**config.mk**
```make
export PLATFORM = sky130hd
export DESIGN_NAME = line_character_fifo_unit
export DESIGN_NICKNAME = d
export VERILOG_FILES = /design/src/lcf_pkg.sv /design/src/lcf_byte_ram.sv /design/src/lcf_ctrl.sv /design/src/line_character_fifo_unit.sv
export SDC_FILE = /design/constraint.sdc
export NUM_CORES = 1
export LEC_CHECK = 0
export BUFFER_PORTS_ARGS = -buffer_cell sky130_fd_sc_hd__buf_2
export CAP_MARGIN = 30
export CORE_UTILIZATION = 51
export CTS_BUF_LIST = sky130_fd_sc_hd__clkbuf_16
export CTS_CLUSTER_SIZE = 28
export DETAILED_ROUTE_END_ITERATION = 8
export HOLD_SLACK_MARGIN = 0.15
export MAX_ROUTING_LAYER = met4
export PLACE_DENSITY_LB_ADDON = 0.2
export SLEW_MARGIN = 15
export SYNTH_ARGS = -nofsm -noshare
export SYNTH_HDL_FRONTEND = slang
export SYNTH_SLANG_ARGS = --single-unit
```
**constraint.sdc**
```tcl
create_clock -name i_clk -period 2.9 [get_ports i_clk]
set_input_delay 0.435 -clock i_clk [delete_from_list [all_inputs] [get_ports i_clk]]
set_output_delay 0.435 -clock i_clk [all_outputs]
set_load 0.05 [all_outputs]
```
**src/lcf_pkg.sv**
```systemverilog
// ----------------------------------------------------------------------------
// lcf_pkg
// Types and constants shared by the line character FIFO modules.
// ----------------------------------------------------------------------------
package lcf_pkg;

    localparam int CNT_W     = 6;
    localparam int CFG_IDX_W = 1;

    localparam logic [7:0] NEWLINE_BYTE  = 8'h0A;
    localparam logic [7:0] DROP_CHAR_RST = 8'h3F;
    localparam logic [7:0] NULL_BYTE     = 8'h00;

    typedef enum logic [CFG_IDX_W-1:0] {
        CFG_DROP_CHAR   = 1'b0,
        CFG_DROP_ENABLE = 1'b1
    } t_lcf_cfg_idx;

    typedef enum logic [1:0] {
        OP_WRITE = 2'd0,
        OP_READ  = 2'd1,
        OP_LINE  = 2'd2,
        OP_CLEAR = 2'd3
    } t_lcf_op;

    typedef enum logic {
        ST_IDLE = 1'b0,
        ST_LINE = 1'b1
    } t_lcf_state;

    typedef struct packed {
        t_lcf_op    op;
        logic [7:0] data_in;
    } t_lcf_req;

    typedef struct packed {
        logic [7:0]       data_out;
        logic             data_valid;
        logic             overflow;
        logic [CNT_W-1:0] line_count;
        logic [CNT_W-1:0] fill_level;
        logic [CNT_W-1:0] space_left;
        logic             last;
    } t_lcf_rsp;

    typedef struct packed {
        logic [7:0] drop_char;
        logic       drop_enable;
    } t_lcf_cfg;

endpackage

```
**src/lcf_byte_ram.sv**
```systemverilog
// ----------------------------------------------------------------------------
// lcf_byte_ram
// Byte store: one write port, one read port, registered read, write-first.
// ----------------------------------------------------------------------------
module lcf_byte_ram #(
    parameter int DEPTH = 64,
    parameter int AW    = 6
) (
    input  logic          i_clk,
    input  logic          i_we,
    input  logic [AW-1:0] i_waddr,
    input  logic [7:0]    i_wdata,
    input  logic [AW-1:0] i_raddr,
    output logic [7:0]    o_rdata
);

    logic [7:0] r_mem [DEPTH];
    logic [7:0] r_rdata;

    always_ff @(posedge i_clk) begin
        if (i_we) begin
            r_mem[i_waddr] <= i_wdata;
        end
    end

    // new data wins when the same slot is written and read in one cycle
    always_ff @(posedge i_clk) begin
        if (i_we && (i_waddr == i_raddr)) begin
            r_rdata <= i_wdata;
        end else begin
            r_rdata <= r_mem[i_raddr];
        end
    end

    assign o_rdata = r_rdata;

endmodule

```
**src/lcf_ctrl.sv**
```systemverilog
// ----------------------------------------------------------------------------
// lcf_ctrl
// Pointer, count and line-streaming control around the byte store.
// ----------------------------------------------------------------------------
module lcf_ctrl
    import lcf_pkg::*;
#(
    parameter int DEPTH = 64,
    parameter int AW    = 6
) (
    input  logic          i_clk,
    input  logic          i_rst_n,
    input  logic          start,
    output logic          busy,
    input  t_lcf_req      i_req,
    input  t_lcf_cfg      i_cfg,
    output logic          o_strobe,
    output t_lcf_rsp      o_rsp,
    output logic          o_we,
    output logic [AW-1:0] o_waddr,
    output logic [7:0]    o_wdata,
    output logic [AW-1:0] o_raddr,
    input  logic [7:0]    i_rdata
);

    t_lcf_state       r_state, n_state;
    logic [AW-1:0]    r_head, n_head;
    logic [AW-1:0]    r_tail, n_tail;
    logic [AW-1:0]    r_fill, n_fill;
    logic [CNT_W-1:0] r_lines, n_lines;
    logic             r_strobe, n_strobe;
    t_lcf_rsp         r_rsp, n_rsp;

    logic accept;
    logic is_full;
    logic dropped;
    logic do_write;
    logic do_ovf;
    logic line_pop;
    logic do_pop;
    logic do_clr;
    logic pop_nl;

    function automatic logic [AW-1:0] wrap_inc(input logic [AW-1:0] p);
        return (p == AW'(DEPTH - 1)) ? '0 : p + 1'b1;
    endfunction

    assign accept  = start && (r_state == ST_IDLE);
    assign is_full = (r_fill == AW'(DEPTH - 1));
    assign dropped = i_cfg.drop_enable && (i_req.data_in == i_cfg.drop_char);
    assign do_write = accept && (i_req.op == OP_WRITE) && !dropped && !is_full;
    assign do_ovf   = accept && (i_req.op == OP_WRITE) && !dropped && is_full;
    // store output always shows the slot at the head pointer
    assign line_pop = (accept && (i_req.op == OP_LINE) && (r_lines != '0))
                   || (r_state == ST_LINE);
    assign do_pop   = line_pop
                   || (accept && (i_req.op == OP_READ) && (r_fill != '0));
    assign do_clr   = accept && (i_req.op == OP_CLEAR);
    assign pop_nl   = do_pop && (i_rdata == NEWLINE_BYTE);

    // next state
    always_comb begin
        n_state = r_state;
        case (r_state)
            ST_IDLE: begin
                if (line_pop && (i_rdata != NEWLINE_BYTE) && (r_fill != AW'(1))) begin
                    n_state = ST_LINE;
                end
            end
            ST_LINE: begin
                if ((i_rdata == NEWLINE_BYTE) || (r_fill == AW'(1))) begin
                    n_state = ST_IDLE;
                end
            end
            default: n_state = ST_IDLE;
        endcase
    end

    // pointers, counts and result
    always_comb begin
        n_head  = r_head;
        n_tail  = r_tail;
        n_fill  = r_fill;
        n_lines = r_lines;
        if (do_clr) begin
            n_head  = '0;
            n_tail  = '0;
            n_fill  = '0;
            n_lines = '0;
        end else begin
            if (do_write) begin
                n_tail = wrap_inc(r_tail);
                n_fill = r_fill + 1'b1;
                if (i_req.data_in == NEWLINE_BYTE) begin
                    n_lines = r_lines + 1'b1;
                end
            end
            if (do_pop) begin
                n_head = wrap_inc(r_head);
                n_fill = r_fill - 1'b1;
                if (pop_nl && (r_lines != '0)) begin
                    n_lines = r_lines - 1'b1;
                end
            end
        end

        n_strobe           = accept || (r_state == ST_LINE);
        n_rsp.data_out     = do_pop ? i_rdata : NULL_BYTE;
        n_rsp.data_valid   = do_pop;
        n_rsp.overflow     = do_ovf;
        n_rsp.line_count   = n_lines;
        n_rsp.fill_level   = CNT_W'(n_fill);
        n_rsp.space_left   = CNT_W'(DEPTH - 1) - CNT_W'(n_fill);
        n_rsp.last         = line_pop ? (pop_nl || (n_fill == '0)) : 1'b1;
    end

    always_ff @(posedge i_clk) begin
        if (!i_rst_n) begin
            r_state  <= ST_IDLE;
            r_head   <= '0;
            r_tail   <= '0;
            r_fill   <= '0;
            r_lines  <= '0;
            r_strobe <= 1'b0;
        end else begin
            r_state  <= n_state;
            r_head   <= n_head;
            r_tail   <= n_tail;
            r_fill   <= n_fill;
            r_lines  <= n_lines;
            r_strobe <= n_strobe;
        end
    end

    always_ff @(posedge i_clk) begin
        r_rsp <= n_rsp;
    end

    assign busy     = (r_state == ST_LINE);
    assign o_strobe = r_strobe;
    assign o_rsp    = r_rsp;
    assign o_we     = do_write;
    assign o_waddr  = r_tail;
    assign o_wdata  = i_req.data_in;
    assign o_raddr  = n_head;

endmodule

```
**src/line_character_fifo_unit.sv**
```systemverilog
// ----------------------------------------------------------------------------
// line_character_fifo_unit
// Circular byte FIFO for serial text with line counting and a drop character.
// ----------------------------------------------------------------------------
// Each result strobes in the cycle after the request is accepted.
// Write, read and clear accept a new request every cycle while busy is low.
// Read-line pops one byte per cycle (busy high until the newline goes out),
// paced by the single read port of the byte store.
// Reset clears pointers, counts and config (drop '?', enabled); the store is
// not cleared. Results cannot be stalled by the receiver.
module line_character_fifo_unit
    import lcf_pkg::*;
#(
    parameter int DEPTH = 64
) (
    input  logic                 i_clk,
    input  logic                 i_rst_n,
    input  logic                 start,
    output logic                 busy,
    input  t_lcf_req             i_req,
    output logic                 o_strobe,
    output t_lcf_rsp             o_rsp,
    input  logic                 i_cfg_valid,
    output logic                 o_cfg_ready,
    input  logic [CFG_IDX_W-1:0] i_cfg_index,
    input  logic [7:0]           i_cfg_data
);

    localparam int AW = $clog2(DEPTH);

    t_lcf_cfg      r_cfg;
    logic          ram_we;
    logic [AW-1:0] ram_waddr;
    logic [7:0]    ram_wdata;
    logic [AW-1:0] ram_raddr;
    logic [7:0]    ram_rdata;

    assign o_cfg_ready = 1'b1;

    always_ff @(posedge i_clk) begin
        if (!i_rst_n) begin
            r_cfg.drop_char   <= DROP_CHAR_RST;
            r_cfg.drop_enable <= 1'b1;
        end else if (i_cfg_valid) begin
            case (t_lcf_cfg_idx'(i_cfg_index))
                CFG_DROP_CHAR:   r_cfg.drop_char   <= i_cfg_data;
                CFG_DROP_ENABLE: r_cfg.drop_enable <= i_cfg_data[0];
                default: ;
            endcase
        end
    end

    lcf_ctrl #(
        .DEPTH (DEPTH),
        .AW    (AW)
    ) u_ctrl (
        .i_clk    (i_clk),
        .i_rst_n  (i_rst_n),
        .start    (start),
        .busy     (busy),
        .i_req    (i_req),
        .i_cfg    (r_cfg),
        .o_strobe (o_strobe),
        .o_rsp    (o_rsp),
        .o_we     (ram_we),
        .o_waddr  (ram_waddr),
        .o_wdata  (ram_wdata),
        .o_raddr  (ram_raddr),
        .i_rdata  (ram_rdata)
    );

    lcf_byte_ram #(
        .DEPTH (DEPTH),
        .AW    (AW)
    ) u_ram (
        .i_clk   (i_clk),
        .i_we    (ram_we),
        .i_waddr (ram_waddr),
        .i_wdata (ram_wdata),
        .i_raddr (ram_raddr),
        .o_rdata (ram_rdata)
    );

endmodule

```
==> results.cfg, run 1 <==
[outcome]
status = finished, violations left
violations = setup timing

[logic_synthesis]
synth_top_flop_cell = edfxtp_1
avgSynthCellArea_sq_um = 18.26
ys_seq_elements = 582
postSynthCellCount = 1255
synth.distinct_cells = 69
yosysSeqAreaShare_pct = 73.22
syn_area_sq_um = 22910
synth_nets = 1286
synth-async-reset-ratio_pct = 0
synth_edf_count = 512
ys_warn_count = 0

[die]
die_h_microns = 214.0
start_util_pct = 51.81
die_width_microns = 214.0
row_count = 77
core_area_sq_um = 44220
dieArea_sq_um = 45770
ioPinCount = 55

[routing]
vias = 12688
viasPerCell = 5.890
firstDrtPassIters = 7
drc = 0
detail_route.wl_per_cell_microns = 26.06
drt_iter0_drc = 1306
ant_nets = 0
wirelength_mm = 56.14

[placed_design]
dpl_cell_area_sq_um = 25150
gp_congestion = 0.8630
buffer_ports.inserted = 53
dpl.hpwl_mm = 36.50
place_inst = 2005

[timing]
min_period_ps = 3032
setup_slack_ps = -131.7
fin_skew_ps = 12.58
fmax_mhz = 329.9
drv_slew = 0
finalSetupTns_ps = -1553
max_slew_margin_pct = 38.45
setup_viol = 14
hold_viol_final = 0
tightest_slew_ps = 919.8
period_share_pct = 104.5
rsz0062_at_grt = true

[clock_network]
clk_pin_slew_worst_paths_ps = 60
clock_latency_ps = 620
clockRootBuffer = clkbuf_16
clockBufferDepth = 3
htree_levels = 2
cts_tree = built
cts_buffers = 58
cts_num_sinks = 582

[cells_and_area]
layout_commonest_cell = edfxtp_1
n_antenna_cell = 0
fin_area_sq_um = 27640
final_cell_mix = edfxtp_1, buf_4, mux4_2
drive_above_1_share_pct = 33.67
area_growth_pct = 20.66
final_nets = 1544
fin_cells = 2154

[grt]
grt.total_usage_pct = 25.71
grt.overflow.total = 0
grt_max_degree = 66
grt_pass1_wl_mm = 83.03
grt_pass1_vias = 12594
antenna_found_initial = 0

[critical_path]
cp_max_fo = 8
worstPathArrival_ps = 3530
regToRegSetupSlack_ps = -130
cpMaxStageDelayCell = mux4_2
end_kind = flop
slowest_delay_ps = 530
cpMostUsedCell = buf_12
cp.required_ps = 3390
start_kind = flop
crit_chain = buf_12, buf_12, mux4_2, mux4_2, mux2_4, o221ai_4, nand3_2, nor3_4, buf_12, a32oi_4, mux2i_1
r2r-end = u_ctrl.r_lines[2]
crit_path_end = u_ctrl.r_lines[2]
crit_type = flop to flop
worst-r2r-cell-count = 11

[power_and_ir_drop]
powerDensity_nw_per_um2 = 642.1
p_leak_nw = 9.311
ir_worst_vdd_mv = 0.4655

[flow_run]
cap_violations = 0

[min_path]
hp-class = primary input to flop
==> cells by family after synthesis <==
family / after synthesis / share of synthesized area, %
fa+ha+maj: 8 / 0.4369
mux: 177 / 14.64
simple gates: 287 / 6.128
compound gates: 96 / 3.124
buf+inv: 86 / 1.748
other cells: 1 / 0.01637
flops: 582 / 73.22
xor+xnor: 18 / 0.6881
==> worst max-delay path: cells and delay by family (launching register included) <==
| kind | cells | cell delay [ps] |
|---|---|---|
| flops | 1 | 370 |
| simple gates | 2 | 320 |
| buf+inv | 3 | 470 |
| compound gates | 2 | 300 |
| mux | 4 | 1450 |
==> flip-flops by register name, indices dropped and copies added (netlist names), named ones only <==
register	count
u_ctrl.busy	1
u_ctrl.o_waddr	6
u_ctrl.o_rsp	29
u_ctrl.o_strobe	1
u_ram.r_mem	512
r_cfg	9
u_ctrl.r_fill	6
u_ctrl.r_head	6
u_ctrl.r_lines	6
==> worst min path at each step <==
stage | depth (start not counted) | slack (ps) | endpoint | startpoint
floorplan | 2 | 440 | r_cfg[0] | r_cfg[0]
global route | 1 | 220 | u_ram.r_mem[29][7] | i_req[7]
finish | 2 | 200 | r_cfg[5] | i_rst_n
detailed placement | 2 | 470 | flop | u_ctrl.r_head[1]
global placement | 2 | 470 | r_cfg[0] | r_cfg[0]
CTS | 2 | 180 | r_cfg[5] | i_rst_n
==> cell type report <==
| type | instances | area, sq um |
|---|---|---|
| fillers | 3151 | 16580 |
| multi-input cells | 587 | 6017 |
| inverters | 16 | 60.06 |
| repair buffers | 268 | 2251 |
| clock buffers | 59 | 1476 |
| clock inverters | 50 | 311.5 |
| flip-flops and latches | 582 | 16790 |
| well taps | 592 | 740.7 |
==> per-stage QoR <==
step | power (mW) | setup slack [ps] | utilization [%] | hold slack, ps
2_1_floorplan | 10.18 | 17.60 | - | 438.8
3_3_place_gp | 10.73 | -290.6 | 56.79 | 465.3
3_5_place_dp | 10.75 | -269.2 | 56.87 | 471.0
4_1_cts | 17.79 | -179.2 | 61.83 | 183.4
5_1_grt | 18.23 | -260.8 | 62.51 | 224.6
6_report | 17.75 | -131.7 | 62.51 | 199.9
==> Yosys cell counts (3+ instances only) <==
| cell | number | area share, % |
|---|---|---|
| and2_1 | 15 | 0.41 |
| or3_1 | 4 | 0.11 |
| and4_1 | 3 | 0.11 |
| a22oi_1 | 18 | 0.59 |
| nand2_1 | 62 | 1.0 |
| o21ai_0 | 6 | 0.13 |
| nand2b_1 | 15 | 0.41 |
| a31oi_1 | 9 | 0.25 |
| dfxtp_1 | 70 | 6.1 |
| xor2_1 | 7 | 0.27 |
| edfxtp_1 | 512 | 67 |
| ha_1 | 8 | 0.44 |
| nand3b_1 | 8 | 0.26 |
| a211oi_1 | 10 | 0.33 |
| nand4_1 | 5 | 0.14 |
| nor2_1 | 95 | 1.6 |
| o221ai_1 | 4 | 0.15 |
| o31ai_1 | 4 | 0.13 |
| or2_2 | 4 | 0.11 |
| buf_4 | 10 | 0.33 |
| nor2b_1 | 17 | 0.46 |
| a22o_1 | 4 | 0.15 |
| inv_1 | 15 | 0.25 |
| mux2i_1 | 38 | 1.7 |
| mux4_2 | 125 | 12 |
| mux2_2 | 14 | 0.69 |
| buf_2 | 20 | 0.44 |
| xnor2_1 | 11 | 0.42 |
| buf_1 | 12 | 0.20 |
| nor4_1 | 6 | 0.16 |
| a21oi_1 | 12 | 0.26 |
| and3_1 | 11 | 0.30 |
| clkbuf_1 | 26 | 0.43 |
| nor3_1 | 10 | 0.22 |
| nand3_1 | 24 | 0.52 |
==> repair_timing <==
item	in CTS	in global routing
buffers inserted	9	12
pin swaps	9	19
gates cloned	2	0
hold buffers	12	0
endpoints found under the setup margin	14	72
gates resized for setup	23	40
hold endpoints to repair	10	0
==> where the power goes <==
group | total, mW | switching [mW] | leakage, nW | internal, mW
sequential | 9.21 | 0.0358 | 5.17 | 9.17
clock | 7.03 | 3.09 | 0.951 | 3.94
combinational | 1.51 | 0.815 | 3.19 | 0.697
total | 17.7 | 3.94 | 9.31 | 13.8
==> metal layers <==
layer	part of all wire (%)	up-vias	global-route usage [%]	wire length, microns
met2	46	487	37.64	25950
met5	0	-	-	0
met1	43	6565	35.93	23930
met4	3.8	0	10.74	2146
li1	-	5528	-	-
met3	7.3	108	4.449	4119
Note: power is estimated with default switching activity, not from simulation.
==> run 2: changes to the inputs <==
Settings changed: ABC_AREA set to 1, SLEW_MARGIN 15 to unset.
==> run 2 against run 1 <==
Against the previous run:
- the run ends with DRC left
- cell area is 0.20% higher
- combinational power grew 100%
- worst setup slack better by 370 ps
- die area increased by 5.5%
- synthesized area grew 5.6%
- first-iteration DRC count rose by 20%
- critical endpoint is now u_ctrl.o_rsp[13]
- largest cell class unchanged
==> results.cfg, run 2 <==
[timing]
whs_ps = 181.7
drv_slew = 0
hold_viol_final = 0
fmax_mhz = 375.9
fin_skew_ps = 21.78
setup_viol = 0
finalSetupTns_ps = 0
tightest_slew_ps = 816.4
min_period_ps = 2660
max_slew_margin_pct = 45.57
setup_slack_ps = 239.6
rsz0062_at_grt = false
period_share_pct = 91.74

[cells_and_area]
regMostFlops = u_ram.r_mem
fin_area_sq_um = 27700
final_nets = 2400
largest_register_ffs = 512
multiInputGateArea_sq_um = 6364
drive_above_1_share_pct = 12.20
seq_area_sq_um = 16780
area_growth_pct = 14.52
layout_commonest_cell = nand2_1
n_antenna_cell = 0
final_cell_mix = nand2_1, edfxtp_1, nand3_1
fillers = 3918

[die]
row_count = 79
dieArea_sq_um = 48300
die_h_microns = 219.8
core_area_sq_um = 46650
start_util_pct = 51.84
ioPinCount = 55
die_width_microns = 219.8

[logic_synthesis]
synth_nets = 2253
avgSynthCellArea_sq_um = 10.89
synth_area_leader_cell = edfxtp_1
synth.distinct_cells = 34
synth_top_flop_cell = edfxtp_1
synth_edf_count = 512
ys_warn_count = 0
postSynthCellCount = 2222
synthTopCellsByCount = nand2_1, edfxtp_1, nand3_1
syn_area_sq_um = 24190
synth-async-reset-ratio_pct = 0
yosysSeqAreaShare_pct = 69.36
synthTopCellsByArea = edfxtp_1, nand2_1, nand3_1, dfxtp_1, nor2_1
yosysMostFrequentCell = nand2_1
synth_top_area_share_pct = 63.57
ys_seq_elements = 582

[critical_path]
cpMaxStageDelayCell = dfxtp_4
cp.required_ps = 3410
end_kind = flop
crit_path_end = u_ctrl.o_rsp[13]
worstPathArrival_ps = 3170
crit_type = flop to flop
worst-r2r-cell-count = 17
crit_chain = inv_6, buf_4, nand2_1, nand3_1, nand3_1, nand2_1, nand2_1, nand3_1, nand3_1, nand2_1, nand2_1, inv_2, nand2_1, nor2_4, nand3_1, nand3_2, inv_1
r2r-end = u_ctrl.o_rsp[13]
slowest_delay_ps = 380
cpMostUsedCell = nand2_1
start_kind = flop
regToRegSetupSlack_ps = 240
cp_max_fo = 38

[min_path]
hp-class = primary input to flop

[routing]
wirelength_mm = 61.97
ant_nets = 0
drt_iter0_drc = 1564
detail_route.wl_per_cell_microns = 20.48
firstDrtPassIters = 7
drc = 2
viasPerCell = 5.571
vias = 16857

[clock_network]
clockBufferDepth = 3
cts.repair.resized = 0
cts_tree = built
clockRootBuffer = clkbuf_16
clk_pin_slew_worst_paths_ps = 60
cts_num_sinks = 582
clock_latency_ps = 620
cts_buffers = 59
htree_levels = 2
postCtsSetupRepairBufs = 0

[power_and_ir_drop]
p_leak_nw = 10.61
p_total_mw = 19.58
powerDensity_nw_per_um2 = 707.0
ir_worst_vdd_mv = 0.6687

[flow_run]
cap_violations = 0

[grt]
grt.total_usage_pct = 26.95
grt_max_degree = 117
grt_pass1_vias = 16096
antenna_found_initial = 3
grt.overflow.total = 0
grt_pass1_wl_mm = 94.47

[placed_design]
place_worst_setup_slack_ps = 256.7
buffer_ports.inserted = 53
gp_congestion = 0.9035
dpl.hpwl_mm = 39.30
dpl_cell_area_sq_um = 25660

[outcome]
status = finished, violations left
violations = DRC
## run 2: cell types whose count changed in the layout (fill, tap and decap cells not counted), sizes merged, moves of 18 or more
| cell | before | now |
|---|---|---|
| a22oi | 18 | 0 |
| nand3 | 24 | 472 |
| mux2i | 38 | 0 |
| inv | 38 | 91 |
| mux4 | 125 | 0 |
| nor2 | 95 | 130 |
| buf | 256 | 189 |
| nand2 | 62 | 745 |
## run 2: worst min path at each step
stage,startpoint,endpoint,slack (ps),cells past startpoint
after global routing,i_rst_n,r_cfg[7],200,3
after floorplan,r_cfg[0],r_cfg[0],420,2
after detailed placement,r_cfg[0],r_cfg[0],460,2
after global placement,r_cfg[0],r_cfg[0],440,2
final,i_rst_n,r_cfg[8],180,3
after CTS,i_rst_n,r_cfg[7],160,3
## run 2: worst max-delay path, delay by kind of cell, from the launching register on
kind                   cells  cell delay (ps)
and+or+nand+nor           13             1360
buffers and inverters      4              770
DFF                        1              380
## run 2: cells by family (layout without fill, tap and decap cells)
logic type / Yosys count / count (layout) / synth area share, %
AO/OA/AOI/OAI: 36 / 36 / 0.7915
XOR/XNOR: 20 / 20 / 0.7242
adder cells (fa/ha/maj): 8 / 8 / 0.4139
buffers and inverters: 196 / 393 / 4.330
flip-flops: 582 / 582 / 69.36
other: 1 / 1 / 0.01550
AND/OR/NAND/NOR: 1379 / 1379 / 24.37
## run 2: where the power goes
group          switching [mW]  total [mW]  internal, mW  leakage [nW]
Sequential             0.0666        9.27          9.21          5.18
Combinational            2.18        3.04         0.854          4.45
Clock                    3.13        7.27          4.14         0.978
## run 2: metrics by stage
stage / instances / utilization (%)
2_1_floorplan: 2222 / -
3_3_place_gp: 2897 / 55.00
3_5_place_dp: 2897 / 55.00
4_1_cts: 3026 / 59.37
5_1_grt: 3026 / 59.37
6_report: 3026 / 59.37
## run 2: layer usage
metal / track usage [%] / routed length [microns]
met1: 36.20 / 26080
met2: 42.45 / 29700
met4: 10.16 / 2257
met5: - / 0
met3: 3.037 / 3928
## run 2: area by class of cell
cell class | instances | area share [%]
sequential | 582 | 60.60
multi-input combinational | 1444 | 22.97
timing repair buffer | 207 | 5.926
clock buffer | 61 | 5.511
tap | 607 | 2.742
clock inverter | 50 | 1.206
inverter | 75 | 1.043
## run 2: repair_timing
action | 4_1_cts | 5_1_grt
endpoints found under the hold margin | 10 | 0
hold buffers | 18 | 0
endpoints found under the setup margin | 0 | 0
==> run 3: changes to the inputs <==
Settings changed: SYNTH_HIERARCHICAL set to 1.
==> run 3 against run 2 <==
Against the previous run:
- non-clock buffer count is 35 higher
- largest cell class unchanged
- register-to-register slack worse by 250 ps
- the flow finishes with violations (setup timing)
- clock power is 4.0% higher
- critical path type unchanged
==> results.cfg, run 3 <==
[timing]
whs_ps = 173.7
fmax_mhz = 344.0
setup_slack_ps = -7.229
min_period_ps = 2907
setup_viol = 1
hold_viol_final = 0
finalSetupTns_ps = -7.229
max_slew_margin_pct = 41.21
tightest_slew_ps = 881.8
fin_skew_ps = 13.48
drv_slew = 0
rsz0062_at_grt = true
period_share_pct = 100.2

[placed_design]
dpl_cell_area_sq_um = 26080
buffer_ports.inserted = 53
gp_congestion = 0.8779
dpl.hpwl_mm = 36.46

[cells_and_area]
area_growth_pct = 16.60
regMostFlops = u_ram/r_mem
fin_area_sq_um = 28570
fillers = 3662
seq_area_sq_um = 16780
final_nets = 2444
largest_register_ffs = 512
final_util_pct = 60.85
final_cell_mix = nand2_1, edfxtp_1, nand3_1
n_antenna_cell = 0
layout_commonest_cell = nand2_1
multiInputGateArea_sq_um = 6563
drive_above_1_share_pct = 14.83

[power_and_ir_drop]
powerDensity_nw_per_um2 = 703.6
ir_worst_vdd_mv = 0.5286
p_leak_nw = 11.00
pwr-share-comb_pct = 16.3
power_frac_seq_pct = 46.2
p_total_mw = 20.10
switching_power_mw = 5.289
clockPowerShare_pct = 37.6
p_int_mw = 14.81
swShare_pct = 26.31

[die]
die_width_microns = 221.2
core_area_sq_um = 46950
dieArea_sq_um = 48930
die_h_microns = 221.2
start_util_pct = 52.19
ioPinCount = 55
row_count = 79

[routing]
firstDrtPassIters = 5
viasPerCell = 5.549
detail_route.wl_per_cell_microns = 19.77
drc = 0
wirelength_mm = 60.67
drt_iter0_drc = 1597
vias = 17030
ant_nets = 0

[critical_path]
cp_max_fo = 26
worstPathArrival_ps = 3380
crit_chain = buf_12, buf_4, nand3_1, nand3_1, nand2_1, nand2_1, nand3_2, nand3_2, nand2_1, nor4_2, buf_4, nand3_1, nor3_2, buf_4, nand3_4, o211ai_1, a21oi_1
cp.required_ps = 3370
crit_type = flop to flop
r2r-end = u_ctrl/o_rsp[16]
cpMaxStageDelayCell = dfxtp_4
start_kind = flop
end_kind = flop
worst-r2r-cell-count = 17
slowest_delay_ps = 460
regToRegSetupSlack_ps = -7

[logic_synthesis]
synth_top_flop_cell = edfxtp_1
ys_seq_elements = 582
synth_area_leader_cell = edfxtp_1
synthTopCellsByArea = edfxtp_1, nand2_1, nand3_1, dfxtp_1, buf_6
synth_edf_count = 512
postSynthCellCount = 2246
synth-async-reset-ratio_pct = 0
synth_nets = 2276
ys_warn_count = 6
yosysMostFrequentCell = nand2_1
syn_area_sq_um = 24500
synth.distinct_cells = 41
avgSynthCellArea_sq_um = 10.91
yosysSeqAreaShare_pct = 68.46
synthTopCellsByCount = nand2_1, edfxtp_1, nand3_1
synth_top_area_share_pct = 62.75

[min_path]
hold_path_startpoint = i_cfg_index
holdPathStages = 4
min_to = r_cfg[7]
hp-class = primary input to flop

[clock_network]
cts_tree = built
cts_num_sinks = 582
clk_pin_slew_worst_paths_ps = 60
cts_buffers = 58
clockBufferDepth = 3
clockRootBuffer = clkbuf_16
htree_levels = 2
clock_latency_ps = 610

[grt]
grt_pass1_wl_mm = 93.42
grt.overflow.total = 0
grt.total_usage_pct = 25.54
grt_pass1_vias = 16713
antenna_found_initial = 0
grt_max_degree = 66

[outcome]
violations = setup timing
status = finished, violations left

[flow_run]
cap_violations = 0
## run 3: cell types whose count changed in the layout (fill, tap and decap cells not counted), moves of 7 or more
cell,delta
nand3_2,+14
nor4_1,+8
nand4_1,+7
inv_1,+11
nand2_2,+9
nor2_1,-34
buf_4,+18
o21ai_0,-10
## run 3: timing repair
item / in CTS / in global routing
resized for setup: 11 / 30
gates cloned: 2 / 4
hold endpoints to repair: 10 / 0
endpoints found under the setup margin: 10 / 13
pin swaps: 0 / 11
hold buffers: 17 / 0
buffers inserted: 5 / 2
## run 3: logic make-up (layout without fill, tap and decap cells)
logic type | count (synthesis) | count (layout) | synth area share, %
buffers and inverters | 223 | 439 | 5.300
xor gates and xnor gates | 17 | 17 | 0.6077
DFF | 582 | 582 | 68.46
other | 1 | 1 | 0.01530
AOI/OAI and AO/OA | 35 | 35 | 0.7761
and+or+nand+nor | 1381 | 1381 | 24.48
adders and majority gates | 7 | 7 | 0.3574
## run 3: metrics by stage
stage,setup WS [ps],std cells
4_1_cts,4.517,3065
2_1_floorplan,-258.3,2246
3_3_place_gp,-134.7,2933
6_report,-7.229,3069
3_5_place_dp,-114.7,2933
5_1_grt,-185.4,3069
## run 3: layout make-up
cell class	instances	area share [%]
Sequential cell	582	58.75
Multi-Input combinational cell	1441	22.97
Timing Repair Buffer	242	7.585
Clock buffer	61	5.343
Tap cell	607	2.658
Clock inverter	47	1.463
Inverter	89	1.235
## run 3: how the worst max path moves through the flow
stage / endpoint / slack [ps] / cells past startpoint
floorplan: u_ram/r_mem[48][0] / -260 / 9
global placement: u_ctrl/o_rsp[16] / -130 / 19
detailed placement: u_ctrl/o_rsp[16] / -110 / 19
global route: u_ctrl/o_rsp[16] / -190 / 18
CTS: u_ctrl/r_lines[1] / 5 / 19
finish: u_ctrl/o_rsp[16] / -7 / 17
## run 3: worst max-delay path, delay by kind of cell (launching register included)
kind / cells / cell delay, ps
AOI/OAI and AO/OA: 2 / 310
buffers and inverters: 4 / 710
and+or+nand+nor: 11 / 1250
DFF: 1 / 460
## run 3: per-layer routing
metal | GRT usage (%) | vias to the layer above | part of all wire (%)
met5 | - | - | 0
met4 | 8.031 | 0 | 2.7
met3 | 3.784 | 112 | 7.6
met2 | 41.10 | 671 | 48
met1 | 33.57 | 8179 | 41
li1 | - | 8068 | -
## run 3: power by group through the flow
stage / combinational, mW / sequential [mW] / clock [mW]
4_1_cts: 3.14 / 9.28 / 7.65
5_1_grt: 3.57 / 9.28 / 7.96
3_3_place_gp: 2.97 / 9.45 / 0
6_report: 3.27 / 9.28 / 7.56
2_1_floorplan: 1.94 / 9.62 / 0
3_5_place_dp: 3.00 / 9.46 / 0
